$ cat src/rtl/itc_pkg.sv
// Package for the integer-to-text radix converter: widths, format codes,
// controller/datapath command and status types, and ASCII helpers.
// Depends on nothing; every other file imports it.
package itc_pkg;

   localparam int VALUE_BITS = 32;
   localparam int CMD_BITS   = 3;
   localparam int CHAR_BITS  = 8;
   localparam int DIGIT_BITS = 4;

   // The longest text is the binary magnitude of the most negative value.
   localparam int MAX_DIGITS = VALUE_BITS;
   localparam int COUNT_BITS = $clog2(MAX_DIGITS + 1);
   localparam int STACK_BITS = MAX_DIGITS * DIGIT_BITS;

   // Division by ten is a multiplication by a rounded-up reciprocal.
   localparam int CONST_BITS = VALUE_BITS + 8;
   localparam int DEC_SHIFT  = VALUE_BITS + 3;
   localparam logic [VALUE_BITS-1:0] DEC_RECIP =
      VALUE_BITS'(((CONST_BITS'(1) << DEC_SHIFT) + CONST_BITS'(9)) / CONST_BITS'(10));

   typedef enum logic [CMD_BITS-1:0] {
      CMD_UDEC      = 3'd0,
      CMD_SDEC      = 3'd1,
      CMD_BIN       = 3'd2,
      CMD_OCT       = 3'd3,
      CMD_HEX_LOWER = 3'd4,
      CMD_HEX_UPPER = 3'd5
   } cmd_type;

   typedef enum logic [1:0] {
      OUT_DIGIT,
      OUT_MINUS,
      OUT_BAD
   } out_sel_type;

   typedef struct packed {
      logic        load;
      logic        step;
      logic        pop;
      out_sel_type out_sel;
   } dp_cmd_type;

   typedef struct packed {
      logic in_bad;
      logic step_zero;
      logic last_digit;
      logic neg;
   } dp_status_type;

   localparam logic [CHAR_BITS-1:0] CHAR_NONE    = 8'h00;
   localparam logic [CHAR_BITS-1:0] CHAR_ZERO    = 8'h30;
   localparam logic [CHAR_BITS-1:0] CHAR_MINUS   = 8'h2D;
   localparam logic [CHAR_BITS-1:0] CHAR_LOWER_A = 8'h61;
   localparam logic [CHAR_BITS-1:0] CHAR_UPPER_A = 8'h41;
   localparam logic [DIGIT_BITS-1:0] DIGIT_TEN   = 4'd10;

   function automatic logic [CHAR_BITS-1:0] digit_char(input logic [DIGIT_BITS-1:0] d,
                                                      input logic upper);
      logic [CHAR_BITS-1:0] ext;
      ext = {{(CHAR_BITS-DIGIT_BITS){1'b0}}, d};
      if (d < DIGIT_TEN) begin
         return CHAR_ZERO + ext;
      end else begin
         return (upper ? CHAR_UPPER_A : CHAR_LOWER_A) + ext - CHAR_BITS'(DIGIT_TEN);
      end
   endfunction

endpackage

$ cat src/rtl/itc_ctrl.sv
// Controller: sequences load, digit extraction and character beats.
// Depends on itc_pkg for the command and status types.
module itc_ctrl import itc_pkg::*; (
   input  logic          clock,
   input  logic          reset,
   input  logic          in_valid,
   output logic          in_ready,
   output logic          out_valid,
   input  logic          out_ready,
   input  dp_status_type status,
   output dp_cmd_type    cmd
);

   typedef enum logic [2:0] {
      ST_IDLE,
      ST_STEP,
      ST_MINUS,
      ST_EMIT,
      ST_BAD
   } state_type;

   state_type state_ff;

   assign in_ready  = (state_ff == ST_IDLE);
   assign out_valid = (state_ff == ST_MINUS) || (state_ff == ST_EMIT) ||
                      (state_ff == ST_BAD);

   always_comb begin
      cmd.load = in_valid && in_ready;
      cmd.step = (state_ff == ST_STEP);
      cmd.pop  = (state_ff == ST_EMIT) && out_ready;
      unique case (state_ff)
         ST_MINUS: cmd.out_sel = OUT_MINUS;
         ST_BAD:   cmd.out_sel = OUT_BAD;
         default:  cmd.out_sel = OUT_DIGIT;
      endcase
   end

   always_ff @(posedge clock) begin
      if (reset) begin
         state_ff <= ST_IDLE;
      end else begin
         unique case (state_ff)
            ST_IDLE: begin
               if (in_valid) begin
                  state_ff <= status.in_bad ? ST_BAD : ST_STEP;
               end
            end
            ST_STEP: begin
               if (status.step_zero) begin
                  state_ff <= status.neg ? ST_MINUS : ST_EMIT;
               end
            end
            ST_MINUS: begin
               if (out_ready) begin
                  state_ff <= ST_EMIT;
               end
            end
            ST_EMIT: begin
               if (out_ready && status.last_digit) begin
                  state_ff <= ST_IDLE;
               end
            end
            ST_BAD: begin
               if (out_ready) begin
                  state_ff <= ST_IDLE;
               end
            end
            default: state_ff <= ST_IDLE;
         endcase
      end
   end

endmodule

$ cat config.mk
export PLATFORM = sky130hd
export DESIGN_NAME = itc_ctrl
export DESIGN_NICKNAME = d
export VERILOG_FILES = /design/src/rtl/itc_pkg.sv /design/src/rtl/itc_ctrl.sv
export SDC_FILE = /design/constraint.sdc
export NUM_CORES = 1
export LEC_CHECK = 0
export BUFFER_PORTS_ARGS = -buffer_cell sky130_fd_sc_hd__buf_4
export CORE_AREA = 3 3 40 42
export DETAILED_ROUTE_END_ITERATION = 7
export DIE_AREA = 0 0 43 45
export GPL_ROUTABILITY_DRIVEN = 0
export PLACE_DENSITY_LB_ADDON = 0.12
export SYNTH_ARGS = -nofsm -noshare
export SYNTH_HDL_FRONTEND = slang
export SYNTH_SLANG_ARGS = --single-unit
$ cat constraint.sdc
create_clock -name clock -period 2.8 [get_ports clock]
set_input_delay 0.56 -clock clock [delete_from_list [all_inputs] [get_ports clock]]
set_output_delay 0.56 -clock clock [all_outputs]
set_load 0.02 [all_outputs]
==> results of run 1 <==
[final cells by class]
type | instances | area [um^2] | share of cell area, %
Inverter | 1 | 3.75 | 0.962
Timing Repair Buffer | 14 | 105 | 26.9
Multi-Input combinational cell | 30 | 176 | 45.2
Clock buffer | 4 | 26.3 | 6.73
Sequential cell | 3 | 60.1 | 15.4
Tap cell | 15 | 18.8 | 4.81
[critical path: stages (launching register included)]
cell	delay (ns)
dfxtp_1	0.50
or2b_1	0.31
nor2_1	0.11
buf_4	0.14
[where the power goes]
group,internal [mW],switching [mW],total (mW)
Combinational,0.0758,0.0798,0.156
Sequential,0.0533,0.0282,0.0815
Clock,0.0534,0.0220,0.0753
Total,0.182,0.130,0.312
[logic make-up after synthesis]
kind of cell	Yosys count
AND/OR/NAND/NOR	24
flip-flops	3
AO/OA/AOI/OAI	6
buffers and inverters	4
[cells in the final DEF, fill, tap and decap left out]
| cell type | instances |
|---|---|
| a21oi_1 | 2 |
| a41o_1 | 1 |
| and2_1 | 1 |
| buf_4 | 14 |
| clkbuf_1 | 1 |
| clkbuf_4 | 3 |
| dfxtp_1 | 3 |
| inv_1 | 1 |
| nand2_1 | 4 |
| nand2b_1 | 3 |
| nand3_1 | 2 |
| nand4_1 | 1 |
| nor2_1 | 4 |
| nor3_1 | 3 |
| nor3b_1 | 1 |
| nor4_1 | 1 |
| o21ai_0 | 2 |
| o22ai_2 | 1 |
| or2b_1 | 1 |
| or3_1 | 1 |
| or3_4 | 1 |
| or3b_1 | 1 |
[layer usage]
| layer | vias up | wire (um) | track usage, % |
|---|---|---|---|
| met5 | - | 0 | 0 |
| met4 | 0 | 16 | 9.04 |
| met3 | 2 | 29 | 1.20 |
| met2 | 8 | 352 | 14.4 |
| met1 | 128 | 299 | 8.63 |
| li1 | 159 | - | - |
[worst max path at each step]
| stage | from | to | slack [ns] | cells after the start |
|---|---|---|---|---|
| detailed placement | state_ff[1]$_SDFFE_PP0P_ | cmd[2] | 1.19 | 3 |
| global route | state_ff[1]$_SDFFE_PP0P_ | cmd[2] | 0.86 | 3 |
| finish | state_ff[1]$_SDFFE_PP0P_ | cmd[2] | 0.95 | 3 |
| CTS | state_ff[1]$_SDFFE_PP0P_ | cmd[2] | 0.93 | 3 |
| global placement | state_ff[1]$_SDFFE_PP0P_ | cmd[0] | 1.19 | 3 |
| floorplan | state_ff[0]$_SDFFE_PP0P_ | cmd[4] | 0.91 | 3 |
[stage by stage]
step	utilization (%)	worst slack (ns)
2_1_floorplan	-	0.914
3_3_place_gp	28.3	1.19
3_5_place_dp	28.3	1.19
4_1_cts	30.4	0.935
5_1_grt	30.4	0.863
6_report	30.4	0.946
==> flow_summary.toml, run 1 <==
[setup_path]
critPathRequiredTime_ns = 2.24
endpoint_kind = "primary output"
reg2reg_from = "state_ff[0]$_SDFFE_PP0P_"
start_kind = "register"
cp_max_fo = 11
cp.arrival_ns = 1.29
r2r_end = "state_ff[2]$_SDFFE_PP0P_"
r2r_cells = 3
r2r_slack_ns = 1.40
critPathKind = "reg -> out"

[yosys]
synth_nets = 45
seq_area_frac_synth_pct = 23.1
ys_ff_latch = 3
synth.area.mux_share_pct = 0
synth_xor_area_share_pct = 0
ys_warn_count = 0
netlist_top_cells_count = "nand2_1 (4), nor2_1 (4), dfxtp_1 (3), nand2b_1 (3), nor3_1 (3)"
avgSynthCellArea_um2 = 7.03
synth_top_family_by_area = "simple AND/OR/NAND/NOR gates"
synth_fa_ha_area_share_pct = 0
yosys.area_share.simple_pct = 51.4
netlist_area_um2 = 260
synth_top_area_share_pct = 23.1
synth_edf_count = 0
postSynthCellCount = 37
synth.largest_area_cell = "dfxtp_1"
synth-compound-area-share_pct = 16.3
ys.flop_type = "dfxtp_1"
synthArstFlopShare_pct = 0
synth_cell_types = 22
synth.area.top_cells = "dfxtp_1 (23%), nand2b_1 (7.2%), nor3_1 (5.8%), nand2_1 (5.8%), nor2_1 (5.8%)"

[routing]
vias_per_cell = 4.43
drt-pass1-iter-count = 4
vias = 297
ant_nets = 0
finalWirelength_um = 698
drc = 0
wl_per_cell_um = 10.4
drtIter0Drc = 6

[sta]
min_period_over_period_pct = 66.2
worst_pin_slew_ns = 0.405
drv_slew = 0
period_minus_slack_ns = 1.85
fmax_mhz = 539
maxSlewHeadroom_pct = 73.0
holdWs_ns = 0.508
setup_tns_ns = 0
finalHoldViolCount = 0
fin_worst_skew_ns = 0.00374
setup_viol = 0
grt_setup_unrepaired = "false"

[worst_hold_path]
hp-start = "reset"
hp-class = "in -> reg"
min_delay_path_depth = 2
min_to = "state_ff[1]$_SDFFE_PP0P_"

[clock_tree]
postCtsHoldBufs = 0
ctsResizeCount = 0
path_clk_slew_ns = 0.04
cts_tree = "built"
clk-insertion-delay-late_ns = 0.23
cts.htree.levels = 1
cts_setup_buffers = 0
cts_sinks = 3
cts_made_buffers = 3
clockBufferDepth = 2
cts-root-buf = "clkbuf_4"

[cells_and_area]
design_area_um2 = 390
top_regs = "state_ff x3"
regMostFlops = "state_ff"
final_cells = 67
syn_to_final_growth_pct = 50.0
layout.nets = 61
n_antenna_cell = 0
layout-drive-gt1-share_pct = 36.5
largest_reg_flops = 3
nFillCells = 152

[power]
finalPower_mw = 0.312
irDropWorstVdd_uv = 189
p_leak_nw = 0.182
p_per_area_nw_per_um2 = 800

[floorplanning]
core_area_um2 = 1280
initial_core_util_pct = 20.3
ios = 15
num_rows = 13
dieArea_um2 = 1940
die_x_um = 43
fp.dieH_um = 45

[global_route]
grt-ovfl-total = 0
grt_antenna_before_repair = 0
track_usage_pct = 8.48
grt_max_degree = 14
grt_pass1_wl_um = 1170
grt_pass1_vias = 290

[placed_design]
dp.cells = 63
dpl_cell_area_um2 = 364
portBuffers = 14

[run]
drv_cap = 0

[outcome]
status = "completed"
Note: power is estimated with default switching activity, not from simulation.
==> run 2: changes to the inputs <==
clock period = 1.6 ns   (was 2.8 ns; I/O delays follow)
==> flow_summary.toml, run 2 (same netlist as run 1, synthesis figures left out) <==
[floorplanning]
dieArea_um2 = 1940
num_rows = 13
core_area_um2 = 1280
initial_core_util_pct = 20.3
die_x_um = 43
ios = 15
fp.dieH_um = 45

[cells_and_area]
largest_reg_flops = 3
layout.nets = 63
syn_to_final_growth_pct = 59.1
top_regs = "state_ff x3"
n_antenna_cell = 0
regMostFlops = "state_ff"
layout_commonest_cell = "buf_4"
final_cells = 69
layout-drive-gt1-share_pct = 42.6
design_area_um2 = 414
mostFrequentLayoutCells = "buf_4 (16), nor2_1 (4), nand2_1 (4)"

[power]
irDropWorstVdd_uv = 365
p_leak_nw = 0.195
p_per_area_nw_per_um2 = 1380
finalPower_mw = 0.572

[routing]
vias_per_cell = 4.45
drt-pass1-iter-count = 4
wl_per_cell_um = 10.3
drtIter0Drc = 4
vias = 307
ant_nets = 0
finalWirelength_um = 714
drc = 0

[clock_tree]
cts_sinks = 3
path_clk_slew_ns = 0.04
cts_made_buffers = 3
clockBufferDepth = 2
cts-root-buf = "clkbuf_4"
cts_setup_buffers = 0
cts.htree.levels = 1
cts_tree = "built"
clk-insertion-delay-late_ns = 0.23

[global_route]
track_usage_pct = 8.89
grt_pass1_vias = 310
grt_pass1_wl_um = 1300
grt_max_degree = 12
grt_antenna_before_repair = 0
grt-ovfl-total = 0

[sta]
fin_worst_skew_ns = 0.00412
grt_setup_unrepaired = "false"
postLayoutSetupSlackWorst_ns = 0.118
setup_viol = 0
finalHoldViolCount = 0
fmax_mhz = 675
worst_pin_slew_ns = 0.200
period_minus_slack_ns = 1.48
maxSlewHeadroom_pct = 86.6
min_period_over_period_pct = 92.6
setup_tns_ns = 0
drv_slew = 0

[worst_hold_path]
hp-class = "in -> reg"

[placed_design]
dp_slack_ns = 0.213
dpl.hpwl_um = 580
dp.cells = 65
dpl_cell_area_um2 = 384
portBuffers = 14

[setup_path]
start_kind = "register"
endpoint_kind = "primary output"
critPathRequiredTime_ns = 1.28
cp_max_fo = 11
cp.arrival_ns = 1.16
critPathKind = "reg -> out"

[outcome]
status = "completed"

[run]
drv_cap = 0
[run 2: through the flow]
stage               hold slack, ns  utilization, %
floorplan                    0.396               -
finish                       0.267            32.2
global route                 0.260            32.2
global placement             0.506            29.9
detailed placement           0.513            29.9
CTS                          0.260            32.0
[run 2: where the power goes]
group / switching, mW / leakage (nW) / internal [mW] / total, mW
Combinational: 0.171 / 0.155 / 0.153 / 0.324
Clock: 0.0340 / 0.0150 / 0.0931 / 0.127
Sequential: 0.0263 / 0.0254 / 0.0948 / 0.121
[run 2: worst paths after layout]
kind	start	end	slack, ns	cells after the start
max reg2reg	state_ff[1]$_SDFFE_PP0P_	state_ff[2]$_SDFFE_PP0P_	0.27	3
min reg2reg	state_ff[0]$_SDFFE_PP0P_	state_ff[2]$_SDFFE_PP0P_	0.59	2
max	state_ff[1]$_SDFFE_PP0P_	cmd[2]	0.12	3
min	reset	state_ff[1]$_SDFFE_PP0P_	0.27	2
[run 2: layer usage]
metal	share of wire [%]	vias to the layer above	global-route usage [%]
met2	50	8	14.1
met1	46	136	10.8
li1	-	163	-
met5	0	-	0
met3	4.2	0	3.59
met4	0	0	3.61
[run 2: timing repair]
action	in CTS	in global routing
hold buffers	0	0
gates resized for setup	1	1
setup endpoints to repair	2	1
[run 2: final cells by class]
cell class              count  area, um^2
flip-flops and latches      3        63.8
inverters                   1        3.75
repair buffers             16         120
well taps                  15        18.8
fillers                   148         871
multi-input cells          30         181
clock buffers               4        26.3
[run 2: worst max-delay path, cell delays in order (launching register included)]
cell and delay, ns:
dfxtp_4 0.40, or2b_1 0.28, nor2_1 0.11, buf_4 0.14
==> run 3: changes to the inputs <==
BUFFER_PORTS_ARGS = -buffer_cell sky130_fd_sc_hd__clkbuf_2   (was -buffer_cell sky130_fd_sc_hd__buf_4)
==> flow_summary.toml, run 3 (same netlist as run 1, synthesis figures left out) <==
[routing]
ant_nets = 0
drtIter0Drc = 3
vias = 307
wl_per_cell_um = 10.4
drt-pass1-iter-count = 4
finalWirelength_um = 710
vias_per_cell = 4.51
drc = 0

[setup_path]
cp_slowest_cell = "dfxtp_4"
cp_cell_sequence = "or2b_1, nor2_1, clkbuf_2"
cp.arrival_ns = 1.19
endpoint_kind = "primary output"
r2r_end = "state_ff[2]$_SDFFE_PP0P_"
critPathBufInv = 1
start_kind = "register"
r2r_cells = 3
critPathRequiredTime_ns = 1.28
critPathTopFamily = "flip-flops"
cp_max_fo = 11
reg2reg_from = "state_ff[0]$_SDFFE_PP0P_"
r2r_slack_ns = 0.26
critPathKind = "reg -> out"
slowest_delay_ns = 0.40

[global_route]
grt-ovfl-total = 0
grt_max_degree = 14
grt_antenna_before_repair = 0
grt_pass1_vias = 283
track_usage_pct = 8.32
grt_pass1_wl_um = 1150

[clock_tree]
clockBufferDepth = 2
clk-insertion-delay-late_ns = 0.23
postCtsHoldBufs = 0
cts_made_buffers = 3
cts_setup_buffers = 0
cts_sinks = 3
cts.htree.levels = 1
cts-root-buf = "clkbuf_4"
path_clk_slew_ns = 0.04
cts_tree = "built"

[floorplanning]
core_area_um2 = 1280
ios = 15
die_x_um = 43
initial_core_util_pct = 20.3
num_rows = 13
dieArea_um2 = 1940
fp.dieH_um = 45

[sta]
setup_tns_ns = 0
holdWs_ns = 0.288
postLayoutSetupSlackWorst_ns = 0.0923
fmax_mhz = 663
finalHoldViolCount = 0
period_minus_slack_ns = 1.51
fin_worst_skew_ns = 0.000810
setup_viol = 0
grt_setup_unrepaired = "false"
drv_slew = 0
min_period_over_period_pct = 94.2
worst_pin_slew_ns = 0.233
maxSlewHeadroom_pct = 84.5

[power]
combPwrFrac_pct = 48.0
swShare_pct = 43.6
intPower_mw = 0.301
clkPwrFrac_pct = 24.8
pwr-share-seq_pct = 27.1
power.switching_mw = 0.233
irDropWorstVdd_uv = 470
p_leak_nw = 0.181
p_per_area_nw_per_um2 = 1430

[cells_and_area]
layout_commonest_cell = "clkbuf_2"
largest_reg_flops = 3
layout-drive-gt1-share_pct = 43.4
top_regs = "state_ff x3"
final_cells = 68
nFillCells = 155
layout.nets = 62
syn_to_final_growth_pct = 43.3
mostFrequentLayoutCells = "clkbuf_2 (14), nor2_1 (4), nand2_1 (4)"
n_antenna_cell = 0
regMostFlops = "state_ff"

[placed_design]
dp.cells = 64
dp_slack_ns = 0.186
dpl.hpwl_um = 539
portBuffers = 14

[outcome]
status = "completed"

[worst_hold_path]
hp-class = "in -> reg"
min_delay_path_depth = 2
hp-start = "reset"
min_to = "state_ff[1]$_SDFFE_PP0P_"

[run]
drv_cap = 0
[run 3: cell types whose count changed in the layout (fill, tap and decap cells not counted)]
cell	previous run	this run
clkbuf_2	0	14
dfxtp_2	0	1
buf_4	16	1
dfxtp_1	2	1
[run 3: power by group through the flow]
stage               clock network, mW  registers (mW)  logic, mW
floorplan                           0           0.103      0.224
global placement                    0           0.144      0.262
detailed placement                  0           0.141      0.260
CTS                             0.138           0.141      0.261
global route                    0.149           0.151      0.284
finish                          0.133           0.145      0.256
[run 3: worst reg2reg max path, delay by kind of cell (launching register included)]
kind,cells,cell delay (ns)
DFF,1,0.38
AOI/OAI and AO/OA,1,0.11
and+or+nand+nor,2,0.78
[run 3: layout make-up]
type / count / area [um^2] / area share [%]
multi-input combinational: 30 / 181 / 48.7
timing repair buffer: 15 / 77.6 / 20.8
sequential: 3 / 65.1 / 17.4
clock buffer: 4 / 26.3 / 7.05
tap: 15 / 18.8 / 5.03
inverter: 1 / 3.75 / 1.01
[run 3: how the worst max path moves through the flow]
stage                                   startpoint     end  slack, ns  cells after the start
after floorplan           state_ff[0]$_SDFFE_PP0P_  cmd[3]       0.09                      2
after global placement    state_ff[1]$_SDFFE_PP0P_  cmd[2]       0.17                      3
after detailed placement  state_ff[1]$_SDFFE_PP0P_  cmd[2]       0.19                      3
after CTS                 state_ff[1]$_SDFFE_PP0P_  cmd[2]       0.04                      3
after global routing      state_ff[1]$_SDFFE_PP0P_  cmd[2]      0.008                      3
final                     state_ff[1]$_SDFFE_PP0P_  cmd[2]       0.09                      3
[run 3: routing by layer]
metal	vias up	track usage, %	wire (um)
met2	12	11.4	306
met5	-	0	0
met3	2	3.98	49
met4	0	7.23	16
li1	164	-	-
met1	129	9.62	338
[run 3: through the flow]
step           instance area, um^2  power [mW]  utilization, %
2_1_floorplan                  265       0.327               -
3_3_place_gp                   342       0.406            26.6
3_5_place_dp                   342       0.401            26.6
4_1_cts                        369       0.540            28.7
5_1_grt                        373       0.585            29.0
6_report                       373       0.534            29.0
[run 3: timing repair]
| action | CTS | global route |
|---|---|---|
| resized for setup | 1 | 2 |
| endpoints found under the setup margin | 3 | 6 |
| pin swaps | 0 | 0 |
